$ cat src/hw/rtl/ucfp_pkg.sv
package ucfp_pkg;

    localparam logic [7:0] MOTOR_START  = 8'hFC;
    localparam logic [7:0] MOTOR_END    = 8'hFD;
    localparam logic [7:0] LIGHT_START  = 8'hFA;
    localparam logic [7:0] LIGHT_TAG    = 8'h4C;
    localparam logic [7:0] LIGHT_END    = 8'hFB;
    localparam logic [7:0] CHAR_CR      = 8'h0D;
    localparam logic [7:0] CHAR_LF      = 8'h0A;
    localparam logic [7:0] SPEED_LIMIT_RESET = 8'd150;

    localparam logic [2:0] MOTOR_LAST_POS = 3'd5;
    localparam logic [2:0] TEXT_LAST_POS  = 3'd4;

    localparam logic [1:0] TAKEN_MOTOR = 2'd0;
    localparam logic [1:0] TAKEN_LIGHT = 2'd1;
    localparam logic [1:0] TAKEN_TEXT  = 2'd2;

    localparam logic [1:0] LIGHT_NONE = 2'd0;
    localparam logic [1:0] LIGHT_OFF  = 2'd1;
    localparam logic [1:0] LIGHT_ON   = 2'd2;

    localparam logic [1:0] TEXT_NONE  = 2'd0;
    localparam logic [1:0] TEXT_HELLO = 2'd1;
    localparam logic [1:0] TEXT_STOP  = 2'd2;

    typedef enum logic [2:0] {
        LIGHT_IDLE,
        LIGHT_GOT_START,
        LIGHT_GOT_TAG,
        LIGHT_GOT_STATE,
        LIGHT_GOT_CHECK
    } light_phase_t;

    function automatic logic [7:0] hello_char(input logic [2:0] pos);
        logic [7:0] c;
        unique case (pos)
            3'd0:    c = 8'h48; // H
            3'd1:    c = 8'h45; // E
            3'd2:    c = 8'h4C; // L
            3'd3:    c = 8'h4C; // L
            3'd4:    c = 8'h4F; // O
            default: c = 8'h00;
        endcase
        return c;
    endfunction

    function automatic logic [7:0] stop_char(input logic [2:0] pos);
        logic [7:0] c;
        unique case (pos)
            3'd0:    c = 8'h53; // S
            3'd1:    c = 8'h54; // T
            3'd2:    c = 8'h4F; // O
            3'd3:    c = 8'h50; // P
            3'd4:    c = 8'h21; // !
            default: c = 8'h00;
        endcase
        return c;
    endfunction

endpackage

$ cat src/hw/rtl/uart_command_frame_parser.sv
// path: an accepted beat goes into the byte register, then its result into the result
//   register, once the result register is free
// throughput: one byte per cycle unless out_ready stalls, set by the single decode
//   pass between the registers; in_ready follows out_ready through the byte register
// reset: rst_n clears parser positions, held commands, speed_limit (to 150) and both
//   valid flags; the motor byte store is written before it is read, so it has no reset
module uart_command_frame_parser
    import ucfp_pkg::*;
(
    input  logic       clk,
    input  logic       rst_n,
    input  logic       cfg_write,
    input  logic [7:0] cfg_data,
    input  logic       in_valid,
    output logic       in_ready,
    input  logic [7:0] rx_byte,
    output logic       out_valid,
    input  logic       out_ready,
    output logic [1:0] taken_by,
    output logic       motor_update,
    output logic       left_direction,
    output logic [7:0] left_speed,
    output logic       right_direction,
    output logic [7:0] right_speed,
    output logic       light_update,
    output logic [1:0] light_command,
    output logic       text_update,
    output logic [1:0] text_command
);

    logic [7:0]   speed_limit_reg;
    logic         s1_valid_reg;
    logic [7:0]   s1_byte_reg;
    logic         advance;

    logic [2:0]   motor_pos_reg, motor_pos_next;
    logic [7:0]   motor_bytes_reg [4];
    logic [1:0]   motor_idx;
    logic         motor_take, motor_write, motor_hit;

    light_phase_t light_phase_reg, light_phase_next;
    logic         light_value_reg;
    logic         light_take, light_hit, light_store;

    logic [2:0]   text_pos_reg, text_pos_next;
    logic         hello_ok_reg, hello_ok_next;
    logic         stop_ok_reg, stop_ok_next;
    logic         text_hit;
    logic [1:0]   text_cmd_next;

    logic         held_left_dir_reg, held_right_dir_reg;
    logic [7:0]   held_left_speed_reg, held_right_speed_reg;
    logic [1:0]   held_light_reg, held_text_reg;

    logic         out_valid_reg;
    logic [1:0]   taken_by_reg, taken_by_next;
    logic         motor_update_reg, light_update_reg, text_update_reg;

    logic [7:0]   b;

    assign b         = s1_byte_reg;
    assign advance   = s1_valid_reg && (!out_valid_reg || out_ready);
    assign in_ready  = !s1_valid_reg || advance;
    assign motor_idx = 2'(motor_pos_reg - 3'd1);

    // motor parser, highest priority
    always_comb
    begin
        motor_take     = 1'b1;
        motor_write    = 1'b0;
        motor_hit      = 1'b0;
        motor_pos_next = motor_pos_reg;
        if (b == MOTOR_START)
        begin
            motor_pos_next = 3'd1;
        end
        else if (motor_pos_reg == 3'd0)
        begin
            motor_take = 1'b0;
        end
        else if (motor_pos_reg < MOTOR_LAST_POS)
        begin
            motor_write    = 1'b1;
            motor_pos_next = motor_pos_reg + 3'd1;
        end
        else
        begin
            motor_pos_next = 3'd0;
            motor_hit = (b == MOTOR_END)
                && (motor_bytes_reg[0] <= 8'd1) && (motor_bytes_reg[1] <= speed_limit_reg)
                && (motor_bytes_reg[2] <= 8'd1) && (motor_bytes_reg[3] <= speed_limit_reg);
        end
    end

    // light frame next phase
    always_comb
    begin
        light_phase_next = light_phase_reg;
        if (!motor_take)
        begin
            unique case (light_phase_reg)
                LIGHT_IDLE:
                    light_phase_next = (b == LIGHT_START) ? LIGHT_GOT_START : LIGHT_IDLE;
                LIGHT_GOT_START:
                    light_phase_next = (b == LIGHT_TAG)   ? LIGHT_GOT_TAG :
                                       (b == LIGHT_START) ? LIGHT_GOT_START : LIGHT_IDLE;
                LIGHT_GOT_TAG:
                    light_phase_next = (b <= 8'd1)        ? LIGHT_GOT_STATE :
                                       (b == LIGHT_START) ? LIGHT_GOT_START : LIGHT_IDLE;
                LIGHT_GOT_STATE:
                    light_phase_next = (b == (LIGHT_TAG ^ {7'd0, light_value_reg}))
                                       ? LIGHT_GOT_CHECK : LIGHT_IDLE;
                LIGHT_GOT_CHECK:
                    light_phase_next = LIGHT_IDLE;
                default:
                    light_phase_next = LIGHT_IDLE;
            endcase
        end
    end

    // light frame outputs
    always_comb
    begin
        light_take  = 1'b1;
        light_hit   = 1'b0;
        light_store = 1'b0;
        unique case (light_phase_reg)
            LIGHT_IDLE:      light_take  = (b == LIGHT_START);
            LIGHT_GOT_START: light_take  = 1'b1;
            LIGHT_GOT_TAG:   light_store = (b <= 8'd1);
            LIGHT_GOT_STATE: light_take  = 1'b1;
            LIGHT_GOT_CHECK: light_hit   = (b == LIGHT_END);
            default:         light_take  = 1'b0;
        endcase
        if (motor_take)
        begin
            light_take  = 1'b0;
            light_hit   = 1'b0;
            light_store = 1'b0;
        end
    end

    // text matcher keeps running match flags instead of the characters
    always_comb
    begin
        text_pos_next = text_pos_reg;
        hello_ok_next = hello_ok_reg;
        stop_ok_next  = stop_ok_reg;
        text_hit      = 1'b0;
        text_cmd_next = held_text_reg;
        if (!motor_take && !light_take)
        begin
            if (b == CHAR_CR || b == CHAR_LF)
            begin
                text_pos_next = 3'd0;
            end
            else
            begin
                hello_ok_next = ((text_pos_reg == 3'd0) || hello_ok_reg)
                                && (b == hello_char(text_pos_reg));
                stop_ok_next  = ((text_pos_reg == 3'd0) || stop_ok_reg)
                                && (b == stop_char(text_pos_reg));
                if (text_pos_reg >= TEXT_LAST_POS)
                begin
                    text_pos_next = 3'd0;
                    if (hello_ok_next)
                    begin
                        text_hit      = 1'b1;
                        text_cmd_next = TEXT_HELLO;
                    end
                    else if (stop_ok_next)
                    begin
                        text_hit      = 1'b1;
                        text_cmd_next = TEXT_STOP;
                    end
                end
                else
                begin
                    text_pos_next = text_pos_reg + 3'd1;
                end
            end
        end
    end

    always_comb
    begin
        if (motor_take)
            taken_by_next = TAKEN_MOTOR;
        else if (light_take)
            taken_by_next = TAKEN_LIGHT;
        else
            taken_by_next = TAKEN_TEXT;
    end

    always_ff @(posedge clk or negedge rst_n)
    begin
        if (!rst_n)
        begin
            speed_limit_reg <= SPEED_LIMIT_RESET;
            s1_valid_reg    <= 1'b0;
            out_valid_reg   <= 1'b0;
            motor_pos_reg   <= 3'd0;
            light_phase_reg <= LIGHT_IDLE;
            light_value_reg <= 1'b0;
            text_pos_reg    <= 3'd0;
            hello_ok_reg    <= 1'b0;
            stop_ok_reg     <= 1'b0;
            held_left_dir_reg    <= 1'b0;
            held_left_speed_reg  <= 8'd0;
            held_right_dir_reg   <= 1'b0;
            held_right_speed_reg <= 8'd0;
            held_light_reg  <= LIGHT_NONE;
            held_text_reg   <= TEXT_NONE;
        end
        else
        begin
            if (cfg_write)
                speed_limit_reg <= cfg_data;
            if (in_ready)
                s1_valid_reg <= in_valid;
            if (advance)
                out_valid_reg <= 1'b1;
            else if (out_ready)
                out_valid_reg <= 1'b0;
            if (advance)
            begin
                motor_pos_reg   <= motor_pos_next;
                light_phase_reg <= light_phase_next;
                if (light_store)
                    light_value_reg <= b[0];
                text_pos_reg    <= text_pos_next;
                hello_ok_reg    <= hello_ok_next;
                stop_ok_reg     <= stop_ok_next;
                if (motor_hit)
                begin
                    held_left_dir_reg    <= motor_bytes_reg[0][0];
                    held_left_speed_reg  <= motor_bytes_reg[1];
                    held_right_dir_reg   <= motor_bytes_reg[2][0];
                    held_right_speed_reg <= motor_bytes_reg[3];
                end
                if (light_hit)
                    held_light_reg <= light_value_reg ? LIGHT_ON : LIGHT_OFF;
                held_text_reg   <= text_cmd_next;
            end
        end
    end

    // payload registers
    always_ff @(posedge clk)
    begin
        if (in_ready && in_valid)
            s1_byte_reg <= rx_byte;
        if (advance)
        begin
            if (motor_write)
                motor_bytes_reg[motor_idx] <= b;
            taken_by_reg     <= taken_by_next;
            motor_update_reg <= motor_hit;
            light_update_reg <= light_hit;
            text_update_reg  <= text_hit;
        end
    end

    // held commands change only when a result loads, so they drive the ports directly
    assign out_valid       = out_valid_reg;
    assign taken_by        = taken_by_reg;
    assign motor_update    = motor_update_reg;
    assign left_direction  = held_left_dir_reg;
    assign left_speed      = held_left_speed_reg;
    assign right_direction = held_right_dir_reg;
    assign right_speed     = held_right_speed_reg;
    assign light_update    = light_update_reg;
    assign light_command   = held_light_reg;
    assign text_update     = text_update_reg;
    assign text_command    = held_text_reg;

endmodule

$ cat config.mk
export PLATFORM = sky130hd
export DESIGN_NAME = uart_command_frame_parser
export DESIGN_NICKNAME = d
export VERILOG_FILES = /design/src/hw/rtl/ucfp_pkg.sv /design/src/hw/rtl/uart_command_frame_parser.sv
export SDC_FILE = /design/constraint.sdc
export NUM_CORES = 1
export LEC_CHECK = 0
export BUFFER_PORTS_ARGS = -buffer_cell sky130_fd_sc_hd__buf_2
export CAP_MARGIN = 20
export CORE_MARGIN = 2
export CORE_UTILIZATION = 62
export DETAILED_ROUTE_END_ITERATION = 16
export PLACE_DENSITY = 0.95
export SLEW_MARGIN = 40
export SYNTH_ARGS = -nofsm -noshare
export SYNTH_HDL_FRONTEND = slang
export SYNTH_SLANG_ARGS = --single-unit
$ cat constraint.sdc
create_clock -name clk -period 5.23 [get_ports clk]
set_input_delay 0.523 -clock clk [delete_from_list [all_inputs] [get_ports clk]]
set_output_delay 0.523 -clock clk [all_outputs]
set_load 0.1 [all_outputs]
# Word-level counts from Yosys, hierarchy flattened

Memory sizes are Yosys's and may differ from the RTL's.
Cells that the tools add are included.

Register bits: 57
Memory bits (writable): 32
Input port bits: 21
Output and inout port bits: 29
Logic and storage cells: 129
Memories: 1

Add/subtract/negate cells: 3
$lt $le $gt $ge: 7
Equality and inequality tests: 19
Muxes and demuxes: 41
Bitwise gates (word level): 4
Reductions and logical operators: 34

Memory list:

| memory          | words | width | rd ports | clocked after Yosys merged registers in | write ports | line                            | text |
|---|---|---|---|---|---|---|---|
| motor_bytes_reg | 4     | 8     | 4        | 0                                       | 1           | uart_command_frame_parser.sv:37 | `logic [7:0] motor_bytes_reg [4];` |

Operators by type and width:

| kind                                                                   | number |
|---|---|
| 7-bit case mux with 5 select lines                                     | 1 |
| 8-bit == test (second input constant)                                  | 4 |
| 8-bit 2-to-1 mux                                                       | 4 |
| 7-bit case mux with 4 select lines                                     | 1 |
| 8-bit by 1-bit <= comparator with 1-bit output (second input constant) | 3 |
| 1-bit 2-to-1 mux                                                       | 21 |
| 3-bit 2-to-1 mux                                                       | 7 |
| 8-bit by 4-bit == test with 1-bit output (second input constant)       | 2 |
| 8-bit == test                                                          | 2 |
| 8-bit <= comparator                                                    | 2 |
| 3-bit by 2-bit == test with 1-bit output (second input constant)       | 4 |
| 3-bit case mux with 4 select lines                                     | 1 |
| 2-bit AND reduction                                                    | 6 |
| 2-bit 2-to-1 mux                                                       | 5 |
| 1-bit logical AND                                                      | 9 |
| 3-bit logical NOT                                                      | 3 |
| 8-bit by 7-bit == test with 1-bit output                               | 1 |
| 8-bit by 7-bit == test with 1-bit output (second input constant)       | 1 |
| 3-bit by 1-bit adder with 3-bit output (second input constant)         | 2 |
| 3-bit by 1-bit == test with 1-bit output (second input constant)       | 2 |
| 3-bit == test (second input constant)                                  | 2 |
| 1-bit logical OR                                                       | 5 |
| 5-bit AND reduction                                                    | 1 |
| 1-bit logical NOT                                                      | 4 |
| 11 further kinds                                                       | 15 |

# Depth between registers and ports, before layout

Depth in word-level cells: 11
Gate-level depth with buffers: 8
Mapped depth without buffers: 7

# Worst setup path after synthesis

OpenSTA, ideal clock, no wires.

Path type: register to register
Start point: reg out_valid_reg, in the netlist out_valid
End point: reg s1_byte_reg[0], in the netlist b[0] (enable)
Library setup time: 282 ps
Arrival time: 2474 ps
Required time: 4948 ps
Slack: 2475 ps
Cell stages (with the launch flop): 3
Buffers on the path: 0
Clock period less this slack: 2755 ps
Path through: dfrtp_1 -> nand3b_1 -> and2_1

Longest elaborated chain between the ends: 5

RTL lines:

| what                   | line                             | text |
|---|---|---|
| start, declared        | uart_command_frame_parser.sv:55  | `logic out_valid_reg;` |
| start signal, assigned | uart_command_frame_parser.sv:201 | `out_valid_reg <= 1'b0;` |
| start signal, assigned | uart_command_frame_parser.sv:222 | `out_valid_reg <= 1'b1;` |
| start signal, assigned | uart_command_frame_parser.sv:224 | `out_valid_reg <= 1'b0;` |
| 1-bit logical NOT      | uart_command_frame_parser.sv:62  | `assign advance = s1_valid_reg && (!out_valid_reg \|\| out_ready);` |
| 1-bit logical OR       | uart_command_frame_parser.sv:62  |  |
| 1-bit logical AND      | uart_command_frame_parser.sv:62  |  |
| 1-bit logical OR       | uart_command_frame_parser.sv:63  | `assign in_ready = !s1_valid_reg \|\| advance;` |
| via in_ready           | uart_command_frame_parser.sv:15  | `output logic in_ready,` |
| 1-bit logical AND      | uart_command_frame_parser.sv:251 | `if (in_ready && in_valid)` |
| end signal, assigned   | uart_command_frame_parser.sv:252 | `s1_byte_reg <= rx_byte;` |
| end, declared          | uart_command_frame_parser.sv:33  | `logic [7:0] s1_byte_reg;` |

The timed path passes the listed nets, and every way through them passes these cells.
A chain may end at the register's enable or synchronous reset.

# Worst setup path in the final report

Start point: reg speed_limit_reg[7]
End point: reg held_right_speed_reg[6], in the netlist right_speed[6], read port of motor_bytes_reg

Longest elaborated chain between the ends: 8
Elaborated cells between the ends (all ways): 9
Those cells by class: 2 x order compare; 3 x mux; 4 x reduce/logical

RTL lines:

| what                                   | line                             | text |
|---|---|---|
| start, declared                        | uart_command_frame_parser.sv:31  | `logic [7:0] speed_limit_reg;` |
| start signal, assigned                 | uart_command_frame_parser.sv:218 | `speed_limit_reg <= cfg_data;` |
| 8-bit <= comparator                    | uart_command_frame_parser.sv:90  | `&& (motor_bytes_reg[0] <= 8'd1) && (motor_bytes_reg[1] <= speed_limit_reg)` |
| 1-bit logical AND                      | uart_command_frame_parser.sv:90  |  |
| 1-bit logical AND                      | uart_command_frame_parser.sv:91  | `&& (motor_bytes_reg[2] <= 8'd1) && (motor_bytes_reg[3] <= speed_limit_reg);` |
| 1-bit logical AND *                    | uart_command_frame_parser.sv:91  |  |
| 1-bit 2-to-1 mux *                     | uart_command_frame_parser.sv:81  | `else if (motor_pos_reg < MOTOR_LAST_POS)` |
| 1-bit 2-to-1 mux *                     | uart_command_frame_parser.sv:77  | `else if (motor_pos_reg == 3'd0)` |
| 1-bit 2-to-1 mux *                     | uart_command_frame_parser.sv:73  | `if (b == MOTOR_START)` |
| 2-bit AND reduction (no source line) * | n/a                              |  |
| end, declared                          | uart_command_frame_parser.sv:52  | `logic [7:0] held_left_speed_reg, held_right_speed_reg;` |

Every way passes the cells marked *; elsewhere a longest branch is shown, timed or not.

==> flow_summary.json <==
{
  "outcome": "completed",
  "grt_usage_pct": 24.58,
  "fin_nets": 437,
  "ir_worst_vdd_v": 0.0002233,
  "power.internal_mw": 1.270,
  "cts_resized": 0,
  "overflow": 0,
  "place_congestion": 0.8344,
  "fp-row-count": 30,
  "slew_headroom_pct": 53.99,
  "dp_hpwl_um": 6283,
  "yosys.area.top_type": "edfxtp_1",
  "p_seq_share_pct": 48.0,
  "layout_min_cycle_time_ns": 2.965,
  "synth_area_per_cell_um2": 12.52,
  "synth_nets": 385,
  "synthArstFlopShare_pct": 49.44,
  "grt_max_degree": 45,
  "dieArea_mm2": 0.007504,
  "clock_path_buffers": 2,
  "h-tree-depth": 3,
  "cts_hold_buf": 0,
  "place_ws_ns": 2.308,
  "syn-cell-area_mm2": 0.004233,
  "coreArea_mm2": 0.006681,
  "vias": 2958,
  "synth.top_cells.by_count": "edfxtp_1 (45), dfrtp_1 (40), ha_1 (26), inv_1 (23), o21ai_0 (23)",
  "clock_skew_ns": 0.01301,
  "critPathMaxStageDelay_ns": 0.59,
  "rsz0062_at_grt": "no",
  "clock-sinks": 89,
  "setup_ws_ns": 2.265,
  "path_clk_slew_ns": 0.10,
  "synth_edf_count": 45,
  "synth_flop_cell": "edfxtp_1",
  "powerDensity_mw_per_mm2": 389.9,
  "endpoint_kind": "flop",
  "startpoint": "speed_limit_reg[7]$_DFFE_PN1P_",
  "grt_pass1_wl_um": 14060,
  "ys_warn_count": 0,
  "io_buffers": 49,
  "antenna_found_initial": 0,
  "postCtsSetupRepairBufs": 0,
  "combPwrFrac_pct": 23.0,
  "synth_most_common_cell": "edfxtp_1",
  "p_sw_share_pct": 31.91,
  "cp.required_ns": 5.47,
  "dieWidth_um": 86.63,
  "layout-drive-gt1-share_pct": 24.81,
  "crit_type": "reg -> reg",
  "synth_cell_type_count": 54,
  "fin_crit_sh_pct": 56.69,
  "cts_buffers": 9,
  "largest_reg_flops": 32,
  "wirelength_um": 8681,
  "clkLatencyLatePin_ns": 0.36,
  "clkPwrFrac_pct": 29.0,
  "ant_nets": 0,
  "wl_per_cell_um": 18.28,
  "cts_tree": "yes",
  "p_leak_nw": 2.084,
  "hold_viol": 0,
  "p_total_mw": 1.866,
  "tightest_slew_ns": 0.6839,
  "crit_slowest_cell": "nor4b_4",
  "die_h_um": 86.63,
  "cp_max_fo": 10,
  "crit_chain": "inv_1 -> ha_1 -> and4_1 -> nor2b_1 -> a221oi_1 -> nor4b_4 -> buf_4 -> mux2_2",
  "maxCapViolCount": 0,
  "via_per_inst": 6.227,
  "start_util_pct": 63.35,
  "area_delta_synth_final_pct": 13.07,
  "hold_path.class": "in -> async",
  "antenna_cells": 0,
  "drc": 0,
  "clockRootBuffer": "clkbuf_8",
  "power_switching_mw": 0.5954,
  "setup_viol": 0,
  "synth_top_area_share_pct": 31.92,
  "drt-pass1-iter-count": 5,
  "syn_inst": 338,
  "worst_setup_path_start_kind": "flop",
  "drt_iter0_drc": 258,
  "ioPinCount": 50,
  "max_freq_mhz": 337.3,
  "ys_seq_area_share_pct": 58.05,
  "grt_pass1_vias": 2968,
  "synth-seq-cells": 89,
  "worstPathArrival_ns": 3.21,
  "r2r_start": "speed_limit_reg[7]$_DFFE_PN1P_",
  "slew_violations": 0,
  "final.setup.tns_ns": 0,
  "synthTopCellsByArea": "edfxtp_1 (32%), dfrtp_1 (24%), ha_1 (7.7%)"
}
through the flow:
step	utilization [%]	std cells	cell area [µm²]	hold slack (ns)
2_1_floorplan	-	338	4233	0.2274
3_3_place_gp	67.88	458	4536	0.4628
3_5_place_dp	68.03	459	4546	0.4628
4_1_cts	71.55	475	4781	0.1582
5_1_grt	71.63	475	4786	0.1851
6_report	71.63	475	4786	0.1429
critical path, delay by kind of cell, from the launching register on:
| kind | cells | cell delay, ns |
|---|---|---|
| flops | 1 | 0.52 |
| compound gates | 1 | 0.30 |
| simple gates | 3 | 0.97 |
| mux | 1 | 0.35 |
| buf+inv | 2 | 0.37 |
| fa+ha+maj | 1 | 0.33 |
kinds of logic after synthesis:
family,count (synthesis),synth area share (%)
buffers and inverters,33,3.222
xor gates and xnor gates,4,0.8278
DFF,89,58.06
and+or+nand+nor,96,13.42
adders and majority gates,26,7.685
AOI/OAI and AO/OA,65,10.20
muxes,25,6.592
power by group through the flow:
stage	Combinational [mW]	Clock [mW]	Sequential, mW
floorplan	0.305	0	0.912
global placement	0.399	0	0.904
detailed placement	0.425	0	0.908
CTS	0.428	0.549	0.894
global route	0.476	0.577	0.905
finish	0.430	0.540	0.896
path summary, 6_finish.rpt:
kind                            cells after the start                          end  slack [ns]
worst max-delay path                                8   right_speed[6]$_DFFE_PN0P_        2.27
worst min-delay path                                1   right_speed[2]$_DFFE_PN0P_        0.14
worst max register to register                      8   right_speed[6]$_DFFE_PN0P_        2.27
worst min register to register                      1  right_direction$_DFFE_PN0P_        0.48
max in group asynchronous                           1     s1_valid_reg$_DFFE_PN0N_        4.69
min in group clk                                    1               b[5]$_DFFE_PP_        0.34
layout by cell type, fill, tap and decap left out, drive strengths merged, types with 2 or more instances in the layout:
| cell type | count |
|---|---|
| nand2 | 18 |
| mux2 | 23 |
| a221oi | 3 |
| o21a | 3 |
| o31ai | 3 |
| nor2 | 4 |
| or4 | 5 |
| nand4 | 10 |
| xnor2 | 3 |
| a211oi | 2 |
| o221ai | 2 |
| nand2b | 7 |
| a21o | 3 |
| ha | 26 |
| dfstp | 4 |
| a21oi | 10 |
| and4 | 2 |
| mux2i | 2 |
| a2111oi | 2 |
| nor4 | 7 |
| nand3 | 5 |
| nor3 | 11 |
| nand3b | 3 |
| buf | 51 |
| bufinv | 2 |
| and2 | 7 |
| nor2b | 7 |
| clkinv | 2 |
| o21ai | 23 |
| clkbuf | 10 |
| o211ai | 2 |
| or3 | 4 |
| edfxtp | 45 |
| dfrtp | 40 |
| a32o | 2 |
| inv | 25 |
area by class of cell:
type	instances	area (µm²)
Clock buffer	10	137.6
Clock inverter	6	97.59
Fill cell	459	1896
Inverter	23	86.33
Multi-Input combinational cell	216	1644
Sequential cell	89	2457
Tap cell	80	100.1
Timing Repair Buffer	51	262.8
metal layers:
| metal | wire length (µm) | vias up | track usage [%] |
|---|---|---|---|
| li1 | - | 1368 | - |
| met3 | 474 | 41 | 6.095 |
| met2 | 4284 | 120 | 40.21 |
| met1 | 3612 | 1429 | 30.93 |
| met4 | 309 | 0 | 11.36 |
| met5 | 0 | - | 0 |
Note: power is estimated with default switching activity, not from simulation.
